[src/msr_pkg.sv]
// shared widths, register codes, stage counts and sideband type
// for the metal reflect scatter pipeline; no dependencies
package msr_pkg;

    localparam int DIR_W     = 24;
    localparam int VEC_W     = 16;
    localparam int MAG_W     = 24;
    localparam int SHF_W     = 5;
    localparam int SQ_W      = 48;
    localparam int LEN_W     = 24;
    localparam int SR_W      = 27;
    localparam int REM_W     = 25;
    localparam int QUO_W     = 15;
    localparam int NORM_MSB  = 22;
    localparam int CFG_IDX_W = 4;
    localparam int CFG_DAT_W = 16;
    localparam int ALB_W     = 16;
    localparam int FUZZ_W    = 15;

    localparam logic [ALB_W-1:0]  ALB_ONE  = 16'd32768;
    localparam logic [FUZZ_W-1:0] FUZZ_ONE = 15'd16384;

    localparam logic [CFG_IDX_W-1:0] CFG_ALB_RED   = 4'd0;
    localparam logic [CFG_IDX_W-1:0] CFG_ALB_GREEN = 4'd1;
    localparam logic [CFG_IDX_W-1:0] CFG_ALB_BLUE  = 4'd2;
    localparam logic [CFG_IDX_W-1:0] CFG_FUZZ      = 4'd3;

    localparam int NORM_LAT    = 4;
    localparam int SQRT_STAGES = 12;
    localparam int DIV_STAGES  = 5;
    localparam int REFL_LAT    = 6;
    localparam int MSR_LAT     = NORM_LAT + SQRT_STAGES + DIV_STAGES + REFL_LAT;

    typedef logic signed [VEC_W-1:0] t_vec;
    typedef logic [MAG_W-1:0]        t_mag;

    // control and pass-along data that rides beside each item
    typedef struct packed {
        logic           valid;
        logic           zero;
        logic [2:0]     neg;
        t_vec [2:0]     nrm;
        t_vec [2:0]     jit;
    } t_side;

    function automatic logic [ALB_W-1:0] sat_alb(input logic [CFG_DAT_W-1:0] v);
        sat_alb = (v > ALB_ONE) ? ALB_ONE : v;
    endfunction

    function automatic logic [FUZZ_W-1:0] sat_fuzz(input logic [CFG_DAT_W-1:0] v);
        sat_fuzz = (v[FUZZ_W-1:0] > FUZZ_ONE) ? FUZZ_ONE : v[FUZZ_W-1:0];
    endfunction

endpackage

[src/msr_norm.sv]
// front stages: magnitudes, shared left shift, squares and squared length
// depends on msr_pkg
module msr_norm (
    input  logic                                   i_clk,
    input  logic                                   i_rst_n,
    input  msr_pkg::t_side                         i_side,
    input  logic [2:0][msr_pkg::DIR_W-1:0]         i_dir,
    output msr_pkg::t_side                         o_side,
    output msr_pkg::t_mag                          o_mag [3],
    output logic [msr_pkg::SQ_W-1:0]               o_l2
);
    import msr_pkg::*;

    t_side              r_side1, r_side2, r_side3, r_side4;
    t_side              n_side1, n_side2;
    t_mag               r_m1 [3];
    t_mag               r_m2 [3];
    t_mag               r_m3 [3];
    t_mag               r_m4 [3];
    t_mag               n_m1 [3];
    t_mag               n_m2 [3];
    logic [SQ_W-1:0]    r_sq [3];
    logic [SQ_W-1:0]    r_l2;
    t_mag               mx;
    logic [SHF_W-1:0]   msb;
    logic [SHF_W-1:0]   sh;

    // stage 1: sign and magnitude of each component
    always_comb begin
        n_side1 = i_side;
        for (int i = 0; i < 3; i++) begin
            n_side1.neg[i] = i_dir[i][DIR_W-1];
            n_m1[i] = i_dir[i][DIR_W-1] ? (~i_dir[i] + 1'b1) : i_dir[i];
        end
    end

    // stage 2: largest magnitude, leading one and common shift
    always_comb begin
        mx = r_m1[0];
        if (r_m1[1] > mx) mx = r_m1[1];
        if (r_m1[2] > mx) mx = r_m1[2];
        msb = '0;
        for (int b = 0; b < MAG_W; b++) begin
            if (mx[b]) msb = SHF_W'(b);
        end
        sh = (msb >= SHF_W'(NORM_MSB)) ? '0 : SHF_W'(NORM_MSB) - msb;
        n_side2 = r_side1;
        n_side2.zero = (mx == '0);
        for (int i = 0; i < 3; i++) begin
            n_m2[i] = r_m1[i] << sh;
        end
    end

    always_ff @(posedge i_clk) begin
        if (!i_rst_n) begin
            r_side1.valid <= 1'b0;
            r_side2.valid <= 1'b0;
            r_side3.valid <= 1'b0;
            r_side4.valid <= 1'b0;
        end else begin
            r_side1 <= n_side1;
            r_side2 <= n_side2;
            r_side3 <= r_side2;
            r_side4 <= r_side3;
        end
        for (int i = 0; i < 3; i++) begin
            r_m1[i] <= n_m1[i];
            r_m2[i] <= n_m2[i];
            r_m3[i] <= r_m2[i];
            r_m4[i] <= r_m3[i];
            // stage 3: squares
            r_sq[i] <= r_m2[i] * r_m2[i];
        end
        // stage 4: squared length
        r_l2 <= r_sq[0] + r_sq[1] + r_sq[2];
    end

    assign o_side = r_side4;
    assign o_mag  = r_m4;
    assign o_l2   = r_l2;

endmodule

[config.mk]
export PLATFORM = sky130hd
export DESIGN_NAME = msr_norm
export DESIGN_NICKNAME = d
export VERILOG_FILES = /design/src/msr_pkg.sv /design/src/msr_norm.sv
export SDC_FILE = /design/constraint.sdc
export NUM_CORES = 2
export LEC_CHECK = 0
export BUFFER_PORTS_ARGS = -buffer_cell sky130_fd_sc_hd__buf_4
export CAP_MARGIN = 30
export CORE_UTILIZATION = 30
export DETAILED_ROUTE_END_ITERATION = 8
export HOLD_SLACK_MARGIN = 0.06
export MAX_ROUTING_LAYER = met4
export PLACE_DENSITY_LB_ADDON = 0.12
export SKIP_CTS_REPAIR_TIMING = 1
export SYNTH_ARGS = -nofsm -noshare
export SYNTH_HDL_FRONTEND = slang
export SYNTH_SLANG_ARGS = --single-unit
[constraint.sdc]
create_clock -name i_clk -period 10.85 [get_ports i_clk]
set_input_delay 0.5425 -clock i_clk [delete_from_list [all_inputs] [get_ports i_clk]]
set_output_delay 0.5425 -clock i_clk [all_outputs]
set_load 0.01 [all_outputs]
# ---- Yosys cells after proc, flatten, opt, wreduce, memory -nomap -nowiden
# Memory sizes are Yosys's and may differ from the RTL's. A register that Yosys moved wholly into a read port is not among the register bits.
# Cells that the tools add are included.
dict set report op_classes {
  reduce_logical 1
  multipliers 3
  order_cmp 3
  n_bitwise 3
  shift 3
  mux 29
  addsub 6
}
# operator n
set op_table {}
lappend op_table {{$mul A24 B24 Y48} 3}
lappend op_table {{$mux W24} 5}
lappend op_table {{$mux W5} 21}
lappend op_table {{$add A48 B48 Y48} 2}
lappend op_table {{$add A24 B1 Y24 const B} 3}
lappend op_table {{$not A24 Y24} 3}
lappend op_table {{$shl A24 B5 Y24} 3}
lappend op_table {{$gt A24 B24 Y1} 2}
lappend op_table {{$logic_not A24 Y1} 1}
lappend op_table {{$ge A5 B5 Y1 const B} 1}
lappend op_table {{$sub A5 B5 Y5 const A} 1}
lappend op_table {{$mux W2} 2}
lappend op_table {{$mux W1} 1}
dict set report totals {
  ff_bits 451
  memories 4
  ramBits 360
  out_inout_bits 221
  input_bits 175
  word_cells 88
}
# name words word_bits rd rd_ports_with_merged_regs write_ports line_no
set memory_table {}
lappend memory_table {r_sq 3 48 3 0 3 msr_norm.sv:22} ;# logic [SQ_W-1:0] r_sq [3];
lappend memory_table {r_m1 3 24 3 0 3 msr_norm.sv:16} ;# t_mag r_m1 [3];
lappend memory_table {r_m2 3 24 3 0 3 msr_norm.sv:17} ;# t_mag r_m2 [3];
lappend memory_table {r_m3 3 24 3 3 3 msr_norm.sv:18} ;# t_mag r_m3 [3];

# ---- Logic depth before layout (Yosys ltp)
# An unclocked memory read counts as a cell.
dict set report depth {
  word_depth 31
  mapped_depth 38
  ltp_nobuf 30
}

# ---- Least setup slack after synthesis
# OpenSTA, ideal clock, no wires.
dict set report synth_timing {
  path_type {reg2reg}
  start {memory r_m2[0][57] (netlist bit)}
  end {memory r_sq[2][44], in the netlist r_sq[0][140]}
  synth_period_minus_slack_ns 7.599
  stages_incl_launch_ff 27
  setup_time_ns 0.072
  path_buffers 2
  setup_slack_ns 3.251
  t_required_ns 10.778
  arrival_time_ns 7.527
  path_cell_list {dfxtp_1 > clkbuf_1 > clkbuf_1 > nand2_1 > fa_1 > inv_1 > fa_1 > fa_1 > fa_1 > ha_1 > fa_1 > fa_1 > ha_1 > a21o_1 > a2111oi_2 > nand2b_1 > nand2_1 > a211o_1 > a21oi_1 > o221ai_1 > o21ai_1 > o41a_1 > a41o_1 > o41a_1 > a21o_1 > a21oi_1 > xnor2_1}
}
# item line_no
set synth_rtl {}
lappend synth_rtl {{from (decl)} msr_norm.sv:17}
lappend synth_rtl {{to (decl)} msr_norm.sv:22}

==> flow_metrics.py <==
metrics = {
    "run_status": {
        "outcome": "complete, no violations",
    },
    "placement": {
        "port_buffers": 391,
        "place_hpwl_um": 177800,
        "gp_congestion": 0.9105,
    },
    "sta": {
        "finalCritPeriodShare": 0.8656,
        "fin_skew_ns": 0.06553,
        "worst_slew_pin_slew_ns": 1.006,
        "final-hold-violation-count": 0,
        "slew_viol_final": 0,
        "finalSetupViolations": 0,
        "rsz0062_at_grt": "no",
        "clock.fmax_ghz": 0.1065,
        "min_period_ns": 9.392,
        "fin_setup_tns_ns": 0,
        "relSlewSlack": 0.3283,
    },
    "setup_path": {
        "r2r_end": "r_m2[0][20]$_DFF_P_",
        "required_ns": 11.53,
        "arrival_ns": 10.07,
        "cpPeakStageDelay_ns": 0.71,
        "r2r-start": "r_m1[0][11]$_DFF_P_",
        "critPathKind": "reg -> reg",
        "worst-r2r-cell-count": 28,
        "rrSetupSlack_ns": 1.46,
        "critPathLaunchType": "register",
        "cp_max_fo": 21,
        "critPathCaptureType": "register",
        "slowest_stage": "o21ai_2",
    },
    "route": {
        "top_layer": "met4",
        "drtIter0Drc": 2624,
        "wl_met1_um": 99010,
        "wl_met2_um": 103400,
        "vias_per_cell": 4.489,
        "wirelength_um": 220300,
        "ant_nets": 0,
        "drc_errors": 0,
        "vias": 51840,
        "firstDrtPassIters": 5,
        "wl_per_cell_um": 19.08,
        "wl_met3_um": 9724,
    },
    "die": {
        "start_util": 0.3016,
        "die_x_um": 515.5,
        "io_pins": 396,
        "dieArea_um2": 265800,
        "core_area_um2": 262300,
        "die_h_um": 515.5,
        "row_count": 188,
    },
    "clocking": {
        "cts_max_level": 3,
        "cts_tree": "built",
        "cts_root_buf": "clkbuf_16",
        "cts_buffers": 103,
        "clk_latency_ns": 0.77,
        "cts_buffer_depth": 3,
        "clk_pin_slew_worst_paths_ns": 0.06,
        "clock-sinks": 877,
    },
    "global_route": {
        "grt_start_max_net_pins": 157,
        "grt_pass1_wl_um": 339800,
        "antenna_found_initial": 18,
        "grt_usage": 0.1743,
        "grt_overflow_total": 0,
        "grt_pass1_vias": 56680,
    },
    "hold_path": {
        "holdCritStartpoint": "i_dir[49]",
        "min_to": "r_m1[0][49]$_DFF_P_",
        "hp-class": "in -> reg",
        "hold_depth": 3,
    },
    "logic_synthesis": {
        "ys_types": 90,
        "synth_area_leader_cell": "fa_1",
        "syn_nets": 9470,
        "seq_area_frac_synth": 0.2724,
        "synth_seq_cells": 877,
        "async_reset_ff_frac": 0,
        "synthTopCellsByArea": "fa_1 33%, edfxtp_1 15%, dfxtp_1 12%, ha_1 9.9%, inv_1 7.6%",
        "synth_edf_count": 399,
        "synthCells": 7355,
        "ys.flop_type": "dfxtp_1",
        "syn_avg_cell_area_um2": 10.76,
        "yosysWarningCount": 0,
        "ys_top_cells_by_count": "1595 x inv_1, 1313 x fa_1, 627 x ha_1",
        "syn_area_um2": 79110,
        "synthMostInstantiatedCell": "inv_1",
        "netlist.area_leader.share": 0.3323,
    },
    "layout": {
        "multi_input_area_um2": 50650,
        "seq_area_um2": 21550,
        "nFillCells": 26470,
        "area_delta_synth_final_pct": 16.40,
        "layout-drive-gt1-share": 0.09756,
        "fin_nets": 10050,
    },
    "job": {
        "drv_cap": 0,
    },
}
## cell families after synthesis
logic type	after synthesis	share of synthesized area
DFF	877	0.2724
adders and majority gates	1940	0.4314
muxes	133	0.01738
and+or+nand+nor	1547	0.09720
buffers and inverters	1820	0.08771
AOI/OAI and AO/OA	774	0.06465
xor gates and xnor gates	264	0.02923
## layout by cell type (no fill, tap or decap), types with 90 or more instances in the layout
master         count
a21o_1            90
a21oi_1          217
and2_1           457
buf_4            527
clkbuf_16        104
dfxtp_1          477
dlygate4sd3_1    163
edfxtp_1         399
fa_1            1313
ha_1             626
inv_1           1595
mux2i_1          104
nand2_1          493
nor2_1           284
o21ai_0          136
xnor2_1          205
## layout make-up
type,instances,area share
diodes,7,0.0001902
clock buffers,131,0.03053
clock inverters,64,0.009226
inverters,1595,0.06501
multi-input cells,4658,0.5500
flip-flops and latches,877,0.2340
well taps,3515,0.04776
repair buffers,701,0.06326
## flip-flops by register name (all words and copies together), names as in the netlist
register,count
r_m3,69
o_mag,72
r_side3,101
r_side2,101
r_sq,141
o_l2,48
n_side2,100
r_m2,72
r_m1,72
o_side,101
## how the worst max path moves through the flow
stage                      startpoint                    to  slack (ns)  cells after the start
6_report          r_m1[0][11]$_DFF_P_   r_m2[0][20]$_DFF_P_        1.46                     28
5_1_grt           r_m1[0][18]$_DFF_P_   r_m2[0][71]$_DFF_P_        1.00                     29
4_1_cts           r_m1[0][11]$_DFF_P_   r_m2[0][20]$_DFF_P_        1.56                     28
3_5_place_dp      r_m1[0][11]$_DFF_P_   r_m2[0][41]$_DFF_P_        1.59                     30
3_3_place_gp      r_m1[0][19]$_DFF_P_   r_m2[0][41]$_DFF_P_        1.27                     29
2_1_floorplan  r_m2[0][57]$_SDFF_PP0_  r_sq[0][140]$_DFF_P_        3.25                     26
## critical path, delay by kind of cell (launching register included)
kind                     cells  cell delay [ns]
AO/OA/AOI/OAI               16             4.45
AND/OR/NAND/NOR              6             2.15
buffers and inverters        2             0.53
adder cells (fa/ha/maj)      3             0.98
flip-flops                   1             0.62
multiplexers                 1             0.55
## through the flow
stage / hold slack, ns / instance area, um^2 / util / instances / setup slack [ns]
4_1_cts: -0.1647 / 90440 / 0.3448 / 11380 / 1.559
6_report: 0.1189 / 92090 / 0.3511 / 11550 / 1.458
3_5_place_dp: 0.3121 / 86780 / 0.3309 / 11180 / 1.588
2_1_floorplan: 0.3096 / 79110 / - / 7355 / 3.251
3_3_place_gp: 0.3120 / 86700 / 0.3306 / 11180 / 1.272
5_1_grt: 0.1031 / 92080 / 0.3511 / 11540 / 1.001
## layer usage
| metal | vias to the layer above | GRT usage |
|---|---|---|
| li1 | 24220 | - |
| met1 | 26270 | 0.2249 |
| met2 | 1097 | 0.2811 |
| met3 | 251 | 0.02189 |
| met4 | 0 | 0.06080 |
| met5 | - | - |
Power is not shown: default switching activity piles up to over one toggle a cycle in this logic, so the estimate is an artifact.
