**config.mk**
```make
export PLATFORM = sky130hd
export DESIGN_NAME = msr_sqrt
export DESIGN_NICKNAME = d
export VERILOG_FILES = /design/src/msr_pkg.sv /design/src/msr_sqrt.sv
export SDC_FILE = /design/constraint.sdc
export NUM_CORES = 2
export LEC_CHECK = 0
export BUFFER_PORTS_ARGS = -buffer_cell sky130_fd_sc_hd__buf_2
export CAP_MARGIN = 20
export CORE_MARGIN = 8
export CORE_UTILIZATION = 40
export CTS_CLUSTER_DIAMETER = 40
export DETAILED_ROUTE_END_ITERATION = 8
export PLACE_DENSITY_LB_ADDON = 0.08
export SYNTH_ARGS = -nofsm -noshare
export SYNTH_HDL_FRONTEND = slang
export SYNTH_SLANG_ARGS = --single-unit
```
**constraint.sdc**
```tcl
create_clock -name i_clk -period 7.5 [get_ports i_clk]
set_input_delay 1.125 -clock i_clk [delete_from_list [all_inputs] [get_ports i_clk]]
set_output_delay 1.125 -clock i_clk [all_outputs]
set_load 0.05 [all_outputs]
```
**src/msr_pkg.sv**
```systemverilog
// shared widths, register codes, stage counts and sideband type
// for the metal reflect scatter pipeline; no dependencies
package msr_pkg;

    localparam int DIR_W     = 24;
    localparam int VEC_W     = 16;
    localparam int MAG_W     = 24;
    localparam int SHF_W     = 5;
    localparam int SQ_W      = 48;
    localparam int LEN_W     = 24;
    localparam int SR_W      = 27;
    localparam int REM_W     = 25;
    localparam int QUO_W     = 15;
    localparam int NORM_MSB  = 22;
    localparam int CFG_IDX_W = 4;
    localparam int CFG_DAT_W = 16;
    localparam int ALB_W     = 16;
    localparam int FUZZ_W    = 15;

    localparam logic [ALB_W-1:0]  ALB_ONE  = 16'd32768;
    localparam logic [FUZZ_W-1:0] FUZZ_ONE = 15'd16384;

    localparam logic [CFG_IDX_W-1:0] CFG_ALB_RED   = 4'd0;
    localparam logic [CFG_IDX_W-1:0] CFG_ALB_GREEN = 4'd1;
    localparam logic [CFG_IDX_W-1:0] CFG_ALB_BLUE  = 4'd2;
    localparam logic [CFG_IDX_W-1:0] CFG_FUZZ      = 4'd3;

    localparam int NORM_LAT    = 4;
    localparam int SQRT_STAGES = 12;
    localparam int DIV_STAGES  = 5;
    localparam int REFL_LAT    = 6;
    localparam int MSR_LAT     = NORM_LAT + SQRT_STAGES + DIV_STAGES + REFL_LAT;

    typedef logic signed [VEC_W-1:0] t_vec;
    typedef logic [MAG_W-1:0]        t_mag;

    // control and pass-along data that rides beside each item
    typedef struct packed {
        logic           valid;
        logic           zero;
        logic [2:0]     neg;
        t_vec [2:0]     nrm;
        t_vec [2:0]     jit;
    } t_side;

    function automatic logic [ALB_W-1:0] sat_alb(input logic [CFG_DAT_W-1:0] v);
        sat_alb = (v > ALB_ONE) ? ALB_ONE : v;
    endfunction

    function automatic logic [FUZZ_W-1:0] sat_fuzz(input logic [CFG_DAT_W-1:0] v);
        sat_fuzz = (v[FUZZ_W-1:0] > FUZZ_ONE) ? FUZZ_ONE : v[FUZZ_W-1:0];
    endfunction

endpackage

```
**src/msr_sqrt.sv**
```systemverilog
// pipelined integer square root, two result bits per stage
// depends on msr_pkg
module msr_sqrt (
    input  logic                        i_clk,
    input  logic                        i_rst_n,
    input  msr_pkg::t_side              i_side,
    input  msr_pkg::t_mag               i_mag [3],
    input  logic [msr_pkg::SQ_W-1:0]    i_l2,
    output msr_pkg::t_side              o_side,
    output msr_pkg::t_mag               o_mag [3],
    output logic [msr_pkg::LEN_W-1:0]   o_len
);
    import msr_pkg::*;

    logic [SR_W-1:0]  r_rem  [SQRT_STAGES];
    logic [LEN_W-1:0] r_root [SQRT_STAGES];
    logic [SQ_W-1:0]  r_rad  [SQRT_STAGES];
    t_mag             r_mag  [SQRT_STAGES][3];
    t_side            r_side [SQRT_STAGES];

    for (genvar g = 0; g < SQRT_STAGES; g++) begin : g_stage
        logic [SR_W-1:0]  rem_in, rem, trial;
        logic [LEN_W-1:0] root_in, root;
        logic [SQ_W-1:0]  rad_in;
        t_mag             mag_in [3];
        t_side            side_in;

        if (g == 0) begin : g_first
            assign rem_in  = '0;
            assign root_in = '0;
            assign rad_in  = i_l2;
            assign mag_in  = i_mag;
            assign side_in = i_side;
        end else begin : g_next
            assign rem_in  = r_rem[g-1];
            assign root_in = r_root[g-1];
            assign rad_in  = r_rad[g-1];
            assign mag_in  = r_mag[g-1];
            assign side_in = r_side[g-1];
        end

        // two restoring steps
        always_comb begin
            rem  = rem_in;
            root = root_in;
            for (int k = 0; k < 2; k++) begin
                rem   = {rem[SR_W-3:0], rad_in[SQ_W-1-2*(2*g+k) -: 2]};
                trial = {1'b0, root, 2'b01};
                if (rem >= trial) begin
                    rem  = rem - trial;
                    root = {root[LEN_W-2:0], 1'b1};
                end else begin
                    root = {root[LEN_W-2:0], 1'b0};
                end
            end
        end

        always_ff @(posedge i_clk) begin
            r_rem[g]  <= rem;
            r_root[g] <= root;
            r_rad[g]  <= rad_in;
            r_mag[g]  <= mag_in;
            if (!i_rst_n) begin
                r_side[g].valid <= 1'b0;
            end else begin
                r_side[g] <= side_in;
            end
        end
    end

    assign o_side = r_side[SQRT_STAGES-1];
    assign o_mag  = r_mag[SQRT_STAGES-1];
    assign o_len  = r_root[SQRT_STAGES-1];

endmodule

```
# [Word level (Yosys, flattened, before mapping)]
# Memory sizes are Yosys's and may differ from the RTL's.
# Index checks and enable logic that the tools add are counted.
[totals] ff_bits=0 ram_bits=3264 inputBits=223 output_inout_bits=197 wordCells=127 mem_count=5
[memory_table] memory="r_side" words=12 width=101 rd=12 rd_ports_with_merged_regs=0 wr=12 line="msr_sqrt.sv:19" text="t_side r_side [SQRT_STAGES];"
[memory_table] memory="r_mag" words=12 width=72 rd=12 rd_ports_with_merged_regs=0 wr=12 line="msr_sqrt.sv:18" text="t_mag r_mag [SQRT_STAGES][3];"
[memory_table] memory="r_rad" words=12 width=48 rd=11 rd_ports_with_merged_regs=0 wr=12 line="msr_sqrt.sv:17" text="logic [SQ_W-1:0] r_rad [SQRT_STAGES];"
[memory_table] memory="r_rem" words=12 width=27 rd=11 rd_ports_with_merged_regs=0 wr=12 line="msr_sqrt.sv:15" text="logic [SR_W-1:0] r_rem [SQRT_STAGES];"
[memory_table] memory="r_root" words=12 width=24 rd=12 rd_ports_with_merged_regs=0 wr=12 line="msr_sqrt.sv:16" text="logic [LEN_W-1:0] r_root [SQRT_STAGES];"
[classes] addsub=24 n_lt_le_gt_ge=24 n_mux=62 bitwise_logic=12
[op_table] op=">= comparator 27 x 26 -> 1 bit" n=22
[op_table] op="two-way mux 27 bit" n=12
[op_table] op="two-way mux 25 bit" n=12
[op_table] op="subtractor 27 x 26 -> 27 bit" n=11
[op_table] op="subtractor 25 bit" n=11
[op_table] op="two-way mux 1 bit" n=38
[op_table] op=">= comparator 27 x 3 -> 1 bit" n=1
[op_table] op="subtractor 27 x 3 -> 27 bit" n=1
[op_table] op="OR 1 bit" n=12
[op_table] op="subtractor 2 x 1 -> 3 bit, second input constant" n=1
[op_table] op=">= comparator 2 x 1 -> 1 bit, second input constant" n=1

# [Longest topological paths before layout]
# An unclocked memory read counts as a cell.
[depth] word_depth=5 ltp_mapped=28

# [Least setup slack after synthesis]
# OpenSTA, ideal clock, no wires.
[synth_timing] path_type="flip-flop to flip-flop" startpoint="memory r_root[8][17], in the netlist r_root[2][17]" endpoint="memory r_rem[9][13]" setup_time_ps=121 arrival_time_ps=5743 path_slack_ps=1637 stages_incl_launch_ff=27 synth_period_minus_slack_ps=5863 path_cell_list="dfxtp_1 inv_1 ha_1 clkbuf_1 a211oi_1 nand2_1 a2111oi_0 nand3_1 or2_2 clkbuf_1 inv_1 buf_2 buf_1 o21ai_0 ha_1 a21o_1 a21o_1 a21o_1 a21o_1 a21oi_1 o21ai_0 or3_1 o221ai_1 nand4b_1 nor4_4 buf_2 mux2_2"
[synth_rtl] item="start, declared" line="msr_sqrt.sv:16"
[synth_rtl] item="end, declared" line="msr_sqrt.sv:15"

==> qor.csv <==
stage,metric,value,unit
status,status,"complete, no violations",
critical_path,path_max_fanout,30,
synth,synth_cell_types,94,
synth,ys_seq_elements,2756,
synth,synth_area_leaders,"edfxtp_1, dfxtp_1, ha_1, xnor2_1, a21oi_1",
global_routing,grt_pass1_wl,264,mm
synth,avgSynthCellArea,14.3,sq um
floorplan,core_area,225000,sq um
synth,synth-seq-area-share,0.744,
timing,hold_violations,0,
pwr,finalPower,0.0414,W
timing,rsz0062_at_grt,false,
pwr,p_clk_frac,0.438,
routing,drc,0,
floorplan,initial_utilization,0.402,
global_routing,antenna_found_initial,20,
cts,clock_path_buffers,4,
synth,synth_cells,6321,
placed_design,routabilityCongestion,0.858,
synth,synth_top_family_by_area,compound AO/OA/AOI/OAI gates,
synth,synth-compound-area-share,0.0763,
cts,clkSinkCount,2756,
floorplan,die_w,491,um
synth,synth-edff-count,1200,
timing,post-route-period-util,0.837,
pwr,power_frac_comb,0.132,
global_routing,grt_max_degree,206,
timing,fmax,159,MHz
synth,syn-cell-area,90300,sq um
critical_path,critPathLaunch,r_root[2][12],
synth,yosysWarnings,0,
floorplan,ios,420,
global_routing,grt-ovfl-total,0,
routing,vias,48900,
cells_and_area,final_nets,7612,
timing,skew,0.0755,ns
critical_path,worstSetupPathType,reg2reg,
cts,cts-root-buf,clkbuf_16,
pwr,switchingPower,0.0107,W
placed_design,portBuffers,419,
synth,synth_common_cells,"dfxtp_1, edfxtp_1, nand2_1",
synth,synth_top_area_frac,0.399,
synth,yosysTopAreaCell,edfxtp_1,
timing,period_needed,6.28,ns
critical_path,cp-end-kind,register,
floorplan,die_h,491,um
timing,fin_tns_setup,0,ns
critical_path,cp-start-kind,register,
synth,synth_simple_gate_area_frac,0.0717,
cells_and_area,layout-area-overhead-vs-synth,21.3,%
critical_path,cp.arrival,7.01,ns
cts,holdBufCountCts,0,
pwr,p_int,0.0306,W
pwr,leakage,44.7,nW
cts,cts_setup_buffers,0,
cts,htreeDepth,5,
synth,muxShareOfSynthArea,0.00812,
routing,wl,168,mm
floorplan,row_count,174,
timing,tightest_slew,1.15,ns
synth,synth-main-ff-cell,dfxtp_1,
cells_and_area,final_layout_size_suffix_gt1_frac,0.167,
global_routing,grt_pass1_vias,49100,
min_path,min_from,i_mag[21],
timing,final_max_slew_viol_count,0,
routing,wl_per_cell,16.2,um
critical_path,reg2reg_from,r_root[2][12],
global_routing,track_usage,0.135,
synth,synthAdderAreaFrac,0.0444,
placed_design,dp_hpwl,116,mm
cts,clk_latency,0.92,ns
cts,post_cts_resized,0,
min_path,holdCritPathClass,in2reg,
pwr,p_sw_frac,0.259,
cts,cts.clk_slew.worst_paths,0.06,ns
synth,synth_xor_area_frac,0.0390,
synth,synth.most_common_cell,dfxtp_1,
routing,drtPass1Iterations,7,
pwr,powerDensity,378,nW/um^2
routing,drt_iter0_markers,2678,
flow_run,maxCapViolCount,0,
critical_path,worstPathRequired,8.23,ns
synth,synth_async_sr_flop_share,0,
routing,ant_nets,0,
floorplan,die_area,241000,sq um
timing,setup_viol,0,
pwr,p_seq_frac,0.430,
pwr,peakVddDrop,0.215,mV
cts,numCtsBuffers,393,
cts,cts_tree,done,
timing,max_slew_margin,0.234,
routing,vias_per_cell,4.71,
## kinds of logic (layout without fill, tap and decap cells)
group           count (synthesis)  in the layout
compound gates               1094           1094
xor+xnor                      402            402
fa+ha+maj                     320            320
buf+inv                       384           1451
flops                        2756           2756
mux                            67             67
other cells                     1              7
simple gates                 1297           1297
## worst paths after layout
| path | to | cells after the start | slack (ns) |
|---|---|---|---|
| max reg2reg | r_rem[9][13] | 22 | 1.22 |
| max | r_rem[9][13] | 22 | 1.22 |
| min reg2reg | r_mag[1][272] | 0 | 0.27 |
| min | r_mag[0][21] | 1 | 0.25 |
## flip-flops by register name, indices dropped and copies added (netlist names)
| signal | cells |
|---|---|
| r_rad | 264 |
| r_mag | 864 |
| r_rem | 260 |
| r_root | 156 |
| r_side | 1212 |
## critical path, stage by stage, from the launching register on
cell and delay [ns]:
dfxtp_1 0.31, inv_1 0.06, ha_1 0.38, a21oi_1 0.22, o21ai_0 0.14, a2111oi_0 0.63
nand3_1 0.37, or2_2 0.40, inv_1 0.39, o21ai_0 0.24, ha_1 0.41, a21o_1 0.19
a21o_1 0.17, a21o_1 0.19, a21o_1 0.18, a21oi_1 0.14, o21ai_0 0.12, or3_1 0.31
o221ai_1 0.21, nand4b_1 0.18, nor4_4 0.17, buf_4 0.36, mux2_2 0.38
## metrics by stage
| step | util | worst slack, ns | instance area [sq um] | instances | hold slack [ns] |
|---|---|---|---|---|---|
| final | 0.487 | 1.22 | 110000 | 10400 | 0.254 |
| after CTS | 0.487 | 1.13 | 109000 | 10400 | 0.153 |
| after floorplan | - | 1.64 | 90300 | 6322 | 0.310 |
| after detailed placement | 0.428 | 1.16 | 96100 | 9664 | 0.312 |
| after global placement | 0.428 | 1.24 | 96100 | 9664 | 0.310 |
| after global routing | 0.487 | 0.701 | 110000 | 10400 | 0.166 |
## layout make-up
type,count,area (sq um)
well taps,2992,3740
clock inverters,238,2610
repair buffers,459,2490
inverters,277,1040
multi-input cells,3182,21600
diodes,5,12.5
clock buffers,477,10800
fillers,19600,115000
flip-flops and latches,2756,67200
## power groups by stage
stage / clock network (W) / logic, W / registers (W)
floorplan: 0 / 0.00396 / 0.0180
global placement: 0 / 0.00542 / 0.0181
detailed placement: 0 / 0.00546 / 0.0181
CTS: 0.0187 / 0.00549 / 0.0178
global route: 0.0194 / 0.00611 / 0.0179
finish: 0.0181 / 0.00546 / 0.0178
## metal layers
layer  vias up  global-route usage  routed length (um)  part of all wire
met4        14              0.0580                6780             0.040
met2      1083               0.219               77500              0.46
met1     23000               0.170               74900              0.44
li1      24400                   -                   -                 -
met3       494              0.0351                9130             0.054
met5         -                   0                  98           0.00058
## placed cells by master (no fill, tap or decap), types with 29 or more instances in the layout
master     count
nand4_1       58
nand3_1      104
nand2b_1      51
clkinv_2      48
nor2_1       314
or3_1         49
o31ai_1       34
nand2_1      351
inv_6         54
nor2b_1       47
xor2_1       147
xnor2_1      255
clkbuf_16    411
nor4_1        35
bufinv_16     29
clkbuf_1      38
a21o_1       132
edfxtp_1    1200
clkinv_4      34
nor3_1       103
o21a_1        50
ha_1         320
inv_1        272
buf_2        419
buf_4         33
mux2_2        49
and3_1        29
a211oi_1      38
o21ai_0      246
dfxtp_1     1556
o21bai_1      44
a21oi_1      340
a31oi_1       35
(Power assumes the default switching activity.)
