**config.mk**
```make
export PLATFORM = sky130hd
export DESIGN_NAME = msr_div
export DESIGN_NICKNAME = d
export VERILOG_FILES = /design/src/msr_pkg.sv /design/src/msr_div.sv
export SDC_FILE = /design/constraint.sdc
export NUM_CORES = 2
export LEC_CHECK = 0
export BUFFER_PORTS_ARGS = -buffer_cell sky130_fd_sc_hd__buf_4
export CAP_MARGIN = 10
export CORE_UTILIZATION = 35
export DETAILED_ROUTE_END_ITERATION = 12
export GPL_TIMING_DRIVEN = 0
export PLACE_DENSITY = 0.49
export REMOVE_ABC_BUFFERS = 1
export SLEW_MARGIN = 20
export SYNTH_ARGS = -nofsm -noshare
export SYNTH_HDL_FRONTEND = slang
export SYNTH_SLANG_ARGS = --single-unit
```
**constraint.sdc**
```tcl
create_clock -name i_clk -period 14.2 [get_ports i_clk]
set_input_delay 2.13 -clock i_clk [delete_from_list [all_inputs] [get_ports i_clk]]
set_output_delay 2.13 -clock i_clk [all_outputs]
set_load 0.005 [all_outputs]
```
**src/msr_pkg.sv**
```systemverilog
// shared widths, register codes, stage counts and sideband type
// for the metal reflect scatter pipeline; no dependencies
package msr_pkg;

    localparam int DIR_W     = 24;
    localparam int VEC_W     = 16;
    localparam int MAG_W     = 24;
    localparam int SHF_W     = 5;
    localparam int SQ_W      = 48;
    localparam int LEN_W     = 24;
    localparam int SR_W      = 27;
    localparam int REM_W     = 25;
    localparam int QUO_W     = 15;
    localparam int NORM_MSB  = 22;
    localparam int CFG_IDX_W = 4;
    localparam int CFG_DAT_W = 16;
    localparam int ALB_W     = 16;
    localparam int FUZZ_W    = 15;

    localparam logic [ALB_W-1:0]  ALB_ONE  = 16'd32768;
    localparam logic [FUZZ_W-1:0] FUZZ_ONE = 15'd16384;

    localparam logic [CFG_IDX_W-1:0] CFG_ALB_RED   = 4'd0;
    localparam logic [CFG_IDX_W-1:0] CFG_ALB_GREEN = 4'd1;
    localparam logic [CFG_IDX_W-1:0] CFG_ALB_BLUE  = 4'd2;
    localparam logic [CFG_IDX_W-1:0] CFG_FUZZ      = 4'd3;

    localparam int NORM_LAT    = 4;
    localparam int SQRT_STAGES = 12;
    localparam int DIV_STAGES  = 5;
    localparam int REFL_LAT    = 6;
    localparam int MSR_LAT     = NORM_LAT + SQRT_STAGES + DIV_STAGES + REFL_LAT;

    typedef logic signed [VEC_W-1:0] t_vec;
    typedef logic [MAG_W-1:0]        t_mag;

    // control and pass-along data that rides beside each item
    typedef struct packed {
        logic           valid;
        logic           zero;
        logic [2:0]     neg;
        t_vec [2:0]     nrm;
        t_vec [2:0]     jit;
    } t_side;

    function automatic logic [ALB_W-1:0] sat_alb(input logic [CFG_DAT_W-1:0] v);
        sat_alb = (v > ALB_ONE) ? ALB_ONE : v;
    endfunction

    function automatic logic [FUZZ_W-1:0] sat_fuzz(input logic [CFG_DAT_W-1:0] v);
        sat_fuzz = (v[FUZZ_W-1:0] > FUZZ_ONE) ? FUZZ_ONE : v[FUZZ_W-1:0];
    endfunction

endpackage

```
**src/msr_div.sv**
```systemverilog
// pipelined restoring divider, three lanes, three quotient bits per stage
// gives magnitude * 2^14 / length; depends on msr_pkg
module msr_div (
    input  logic                        i_clk,
    input  logic                        i_rst_n,
    input  msr_pkg::t_side              i_side,
    input  msr_pkg::t_mag               i_mag [3],
    input  logic [msr_pkg::LEN_W-1:0]   i_len,
    output msr_pkg::t_side              o_side,
    output logic [msr_pkg::QUO_W-1:0]   o_quo [3]
);
    import msr_pkg::*;

    logic [REM_W-1:0] r_rem  [DIV_STAGES][3];
    logic [QUO_W-1:0] r_quo  [DIV_STAGES][3];
    logic [LEN_W-1:0] r_len  [DIV_STAGES];
    t_side            r_side [DIV_STAGES];

    for (genvar g = 0; g < DIV_STAGES; g++) begin : g_stage
        logic [REM_W-1:0] rem_in [3];
        logic [QUO_W-1:0] quo_in [3];
        logic [REM_W-1:0] rem    [3];
        logic [QUO_W-1:0] quo    [3];
        logic [LEN_W-1:0] len_in;
        t_side            side_in;

        if (g == 0) begin : g_first
            for (genvar i = 0; i < 3; i++) begin : g_lane
                assign rem_in[i] = {1'b0, i_mag[i]};
                assign quo_in[i] = '0;
            end
            assign len_in  = i_len;
            assign side_in = i_side;
        end else begin : g_next
            assign rem_in  = r_rem[g-1];
            assign quo_in  = r_quo[g-1];
            assign len_in  = r_len[g-1];
            assign side_in = r_side[g-1];
        end

        // first step compares without doubling, later steps double first
        always_comb begin
            for (int i = 0; i < 3; i++) begin
                rem[i] = rem_in[i];
                quo[i] = quo_in[i];
                for (int k = 0; k < 3; k++) begin
                    if (!(g == 0 && k == 0)) rem[i] = {rem[i][REM_W-2:0], 1'b0};
                    if (rem[i] >= {1'b0, len_in}) begin
                        rem[i] = rem[i] - {1'b0, len_in};
                        quo[i] = {quo[i][QUO_W-2:0], 1'b1};
                    end else begin
                        quo[i] = {quo[i][QUO_W-2:0], 1'b0};
                    end
                end
            end
        end

        always_ff @(posedge i_clk) begin
            r_rem[g]  <= rem;
            r_quo[g]  <= quo;
            r_len[g]  <= len_in;
            if (!i_rst_n) begin
                r_side[g].valid <= 1'b0;
            end else begin
                r_side[g] <= side_in;
            end
        end
    end

    assign o_side = r_side[DIV_STAGES-1];
    assign o_quo  = r_quo[DIV_STAGES-1];

endmodule

```
Yosys cells after proc, flatten, opt, wreduce, memory -nomap -nowiden. Memory sizes are Yosys's and may differ from the RTL's. Cells that the tools add are included. Widths: inputs -> output; s select.

Bits in registers: 0. Bits in writable memories: 1225. Output and inout bits: 146. Word-level logic and storage cells: 196. Memories: 4.

Memory list: r_side (depth 5, width 101, rd ports 5, clocked after memory_dff 0, write ports 5, RTL line msr_div.sv:17) `t_side r_side [DIV_STAGES];`; r_rem (depth 5, width 75, rd ports 4, clocked after memory_dff 0, write ports 5, RTL line msr_div.sv:14) `logic [REM_W-1:0] r_rem [DIV_STAGES][3];`; r_quo (depth 5, width 45, rd ports 5, clocked after memory_dff 0, write ports 5, RTL line msr_div.sv:15) `logic [QUO_W-1:0] r_quo [DIV_STAGES][3];`; r_len (depth 5, width 24, rd ports 4, clocked after memory_dff 0, write ports 5, RTL line msr_div.sv:16) `logic [LEN_W-1:0] r_len [DIV_STAGES];`.

Add/sub/neg operators: 45. $lt $le $gt $ge: 45. Mux-type cells: 97. Bitwise logic cells: 5.

Operators with widths (number): $ge 25x24->1 (42); $mux 24 (30); $sub 24x24->24 (30); $mux 25 (15); $sub 25x24->25 (15); $ge 24x24->1 (3); $mux 1 (52); $or 1x1->1 (5).

Longest topological paths before layout. An unclocked memory read counts as a cell.

Depth in word-level cells: 7. Depth in mapped cells: 40. Mapped depth without buffers: 37.

Least setup slack after synthesis. No wires, ideal clock.

Path kind: input -> register. Start point: in i_len[1] (netlist bit). End point: mem r_rem[0][72] (netlist bit). Arrival: 10360 ps. Setup slack: 3719 ps. Stages on the path: 34. Buffers on the path: 4. Cell sequence: inv_1 -> fa_1 -> a21o_1 -> a21oi_1 -> o211a_1 -> o221ai_1 -> nor3b_1 -> a211oi_4 -> clkbuf_1 -> clkbuf_1 -> o21ai_0 -> inv_1 -> ha_1 -> nor2b_1 -> o21bai_1 -> a21oi_1 -> o211ai_1 -> a21oi_1 -> and3b_1 -> o21ai_0 -> a221oi_2 -> buf_2 -> mux2_2 -> ha_1 -> and3_1 -> a221o_1 -> and4_4 -> a2111oi_4 -> o211ai_1 -> o41a_1 -> a21bo_1 -> a221o_1 -> buf_4 -> mux2_4.

RTL lines: start, declared (RTL line msr_div.sv:8) `input logic [msr_pkg::LEN_W-1:0] i_len,`; end, declared (RTL line msr_div.sv:14).

==> results.md <==
Run status:
- The flow ran to the end, and the final reports show no timing, DRC or antenna violations.

Yosys:
- The number of instances in the synthesized netlist is 9,133.
- The total of warnings raised by yosys is 0.
- The synthesized netlist contains 113 unique library cells.
- Summed over all instances, the cell type with the most area after synthesis is sky130_fd_sc_hd__edfxtp_1.
- The post-synthesis async set-or-reset flop share is 0%.
- The dominant register cell in the synthesized netlist is sky130_fd_sc_hd__dfxtp_1.
- In this run the cell area of the synthesized design comes to 84,900 um^2.
- The most frequently used cell type in the post-synthesis netlist is sky130_fd_sc_hd__ha_1.
- The fraction of post-synthesis cell area in the top cell type by area is 17.7%.
- Synthesis inferred 1,024 register bits.
- The commonest cells after synthesis are sky130_fd_sc_hd__ha_1 (1,053), sky130_fd_sc_hd__a21oi_1 (846), sky130_fd_sc_hd__nor2_1 (633).
- For this run, the register share of the synthesized area comes to 30.0%.
- In this run, synthesis inferred 500 flip-flops with an integrated enable.
- In this run the mean area of a mapped cell was a little over 9 um^2.
- After synthesis, the cell types taking the most area are sky130_fd_sc_hd__edfxtp_1 (18%), sky130_fd_sc_hd__ha_1 (16%), sky130_fd_sc_hd__dfxtp_1 (12%).

Route:
- The count of unresolved DRC violations after routing is 0.
- The via density per instance is 5.47.
- For this block, the routed nets add up to 266,000 um of wire.
- After detailed routing, the average wire length per cell comes to 20.9 um.
- The total number of vias is 69,700.
- The count of nets left with antenna violations once routing finished came out at 0.
- The first detailed-routing pass ran for 6 iterations.
- For this block, the initial DRC count from the detailed router was 4,748.

Clock network:
- Clock tree synthesis found a total of 1,024 sinks.
- The total clock buffers created by CTS is 119.
- The number of hold-repair buffers added at the cts stage is 0.
- The number of gates resized after CTS was 0.
- The H-tree was split into 3 levels.
- The clock-pin transition on the worst setup and hold timing paths is ~0.06 ns.
- The root buffer cell chosen for the clock tree is sky130_fd_sc_hd__clkbuf_16.
- The TritonCTS clock tree is built.
- The clock latency on the worst-skew pair is 0.82 ns.
- In this run the post-CTS setup repair buffer count came out at 0.
- The clock passes through at most 3 buffers.

Worst hold path:
- The path category of the worst min-delay check is reg2reg.
- The worst hold path begins at r_quo[0][122].
- The hold-critical path endpoint is r_quo[0][170].
- Along the worst hold path, the cell count comes to 0.

Timing:
- The minimum clock period is between 10 and 15 ns.
- In this run the tightest slew margin relative to its limit is 22.8%.
- Setup repair after global routing left no endpoint under its margin.
- The upper clock frequency limit is 81.1 MHz.
- The number of max-slew violations in the final report came to 0.
- The final number of hold-violating endpoints is 0.
- The measured slew at the worst slew-check pin is around 1.1 ns.
- The worst path uses 86.8% of the clock period.
- The worst hold slack is 0.288 ns.
- The number of setup violations in the final report is 0.
- The clock arrives with ~0.082 ns of skew.

Setup path:
- The setup slack on the worst flop-to-flop path is 1.88 ns.
- The endpoint identified for the worst register-to-register timing path is r_rem[0][91].
- The maximum fanout along the worst path is 32.
- In this design, the critical path's most frequently occurring cell is sky130_fd_sc_hd__a21o_1.
- The kind of cell with the highest combined delay along the critical path is compound AO/OA/AOI/OAI gates.
- The critical path is of the reg2reg type.
- The arrival time at the worst endpoint is 12.98 ns.
- STA classifies the critical path startpoint as a register.
- The slowest stage cell on the critical path is sky130_fd_sc_hd__clkinv_1.
- The depth of the worst register-to-register path is 31.
- STA classifies the critical path endpoint as a register.
- The largest single stage delay on the critical path is 0.98 ns.
- The total buffers and inverters traversed by the critical path is 2.
- The worst register-to-register path begins at r_len[0][0].
- STA puts the critical path data required time at 14.86 ns.

Die:
- The initial cell density of the core is 35.3%.
- The core area is 241,000 um^2.
- The count of pins on the block boundary is roughly 350.
- The floorplan step defined a die boundary enclosing about 240,000 um^2.
- Measured along the y axis, the die boundary spans between 400 and 500 um.
- The site row count is 180.
- In this run the horizontal extent of the chip is 495 um.

Global routing:
- The via count of the first global-routing pass was around 67,000.
- The wire length of the first global-routing pass is 399,000 um.
- For this run the aggregate overflow at the end of global routing stands at 0.
- The initial antenna violation count is 4.
- The pin count of the biggest net entering global routing is 111.
- The total track usage is between 20% and 30%.

Finish:
- Summing all non-filler instances in the final layout gives an area of 95,400 um^2.
- Across the whole layout, storage elements account for 25,500 um^2.
- The filler cell count in the final layout is around 24,000.
- The final layout net count is 10,700.
- Cells with a size suffix above 1 make up 14.2% of the layout.
- The area occupied by multi-input gates is 57,300 um^2.
- Compared with the post-synthesis result, the final layout area differs by 12.4%.

Placed design:
- Detailed placement ended at an HPWL of 206,000 um.
- Buffers placed on the I/O ports in this run total 344.
- Once placement finished, the instance area stood at 91,400 um^2.
- The congestion estimate from routability-driven global placement came to between 0.9 and 1.

Job:
- The max-capacitance violation count is 0.
[stage by stage]
stage / setup TNS, ns / setup WS, ns / std cells / util [%]
after detailed placement: 0 / 1.79 / 12500 / 38.0
after global routing: 0 / 1.29 / 12800 / 39.6
after CTS: 0 / 1.99 / 12800 / 39.6
final: 0 / 1.88 / 12800 / 39.6
after floorplan: 0 / 2.88 / 8966 / -
after global placement: -8.47 / -0.333 / 12500 / 37.7
[per-layer routing]
layer  global-route usage (%)  vias up  wire length (um)
met3                     2.04      345             10600
met4                     7.99        2             10100
met1                     27.7    33000            122000
met5                        0        -                19
met2                     35.5     1529            124000
li1                         -    34800                 -
[final cells by class]
type                    count  share of cell area, %
multi-input cells        7550                   60.1
flip-flops and latches   1024                   26.7
well taps                3185                   4.18
clock buffers             146                   3.32
repair buffers            374                   3.27
inverters                 392                   1.54
clock inverters            79                  0.905
diodes                      2                0.00524
[worst max path at each step]
stage,from,endpoint,slack (ns),cells after the start
final,r_len[0][0],r_rem[0][91],1.88,31
after global routing,r_len[0][0],r_rem[0][91],1.29,31
after CTS,r_len[0][0],r_rem[0][91],1.99,31
after detailed placement,i_len[1],r_rem[0][6],1.79,36
after global placement,r_len[0][0],r_rem[0][77],-0.33,29
after floorplan,i_len[1],r_rem[0][56],2.88,29
[registers in the layout (all words and copies together) (netlist names)]
name	cells
r_len	96
r_quo	135
r_rem	288
r_side	505
[cell usage in the layout, fill, tap and decap left out, types with 87 or more instances in the layout]
cell / instances
sky130_fd_sc_hd__ha_1: 1053
sky130_fd_sc_hd__a21oi_1: 846
sky130_fd_sc_hd__nor2_1: 632
sky130_fd_sc_hd__mux2_2: 597
sky130_fd_sc_hd__xnor2_1: 577
sky130_fd_sc_hd__nand2_1: 553
sky130_fd_sc_hd__dfxtp_1: 521
sky130_fd_sc_hd__edfxtp_1: 500
sky130_fd_sc_hd__o21ai_0: 488
sky130_fd_sc_hd__a21o_1: 406
sky130_fd_sc_hd__inv_1: 377
sky130_fd_sc_hd__buf_4: 346
sky130_fd_sc_hd__xor2_1: 238
sky130_fd_sc_hd__nand3_1: 184
sky130_fd_sc_hd__nor3_1: 162
sky130_fd_sc_hd__nand2b_1: 128
sky130_fd_sc_hd__nand4_1: 125
sky130_fd_sc_hd__o21bai_1: 122
sky130_fd_sc_hd__o21a_1: 121
sky130_fd_sc_hd__clkbuf_16: 120
sky130_fd_sc_hd__nor2b_1: 104
sky130_fd_sc_hd__a31oi_1: 103
sky130_fd_sc_hd__and3_1: 87
[worst reg2reg max path: cells and delay by family (launching register included)]
kind / cells / cell delay (ns)
mux: 2 / 1.10
simple gates: 7 / 2.32
compound gates: 16 / 4.48
xor+xnor: 1 / 0.14
buf+inv: 2 / 1.91
fa+ha+maj: 3 / 1.50
flops: 1 / 0.79
[cell families (layout without fill, tap and decap cells)]
logic type,Yosys count,in the layout,synth area share [%]
buf+inv,559,991,2.67
compound gates,2701,2701,20.7
flops,1024,1024,30.0
simple gates,2276,2276,13.1
other cells,0,2,0
fa+ha+maj,1071,1071,15.9
mux,687,687,9.22
xor+xnor,815,815,8.41
Power is not shown: default switching activity piles up to over one toggle a cycle in this logic, so the estimate is an artifact.
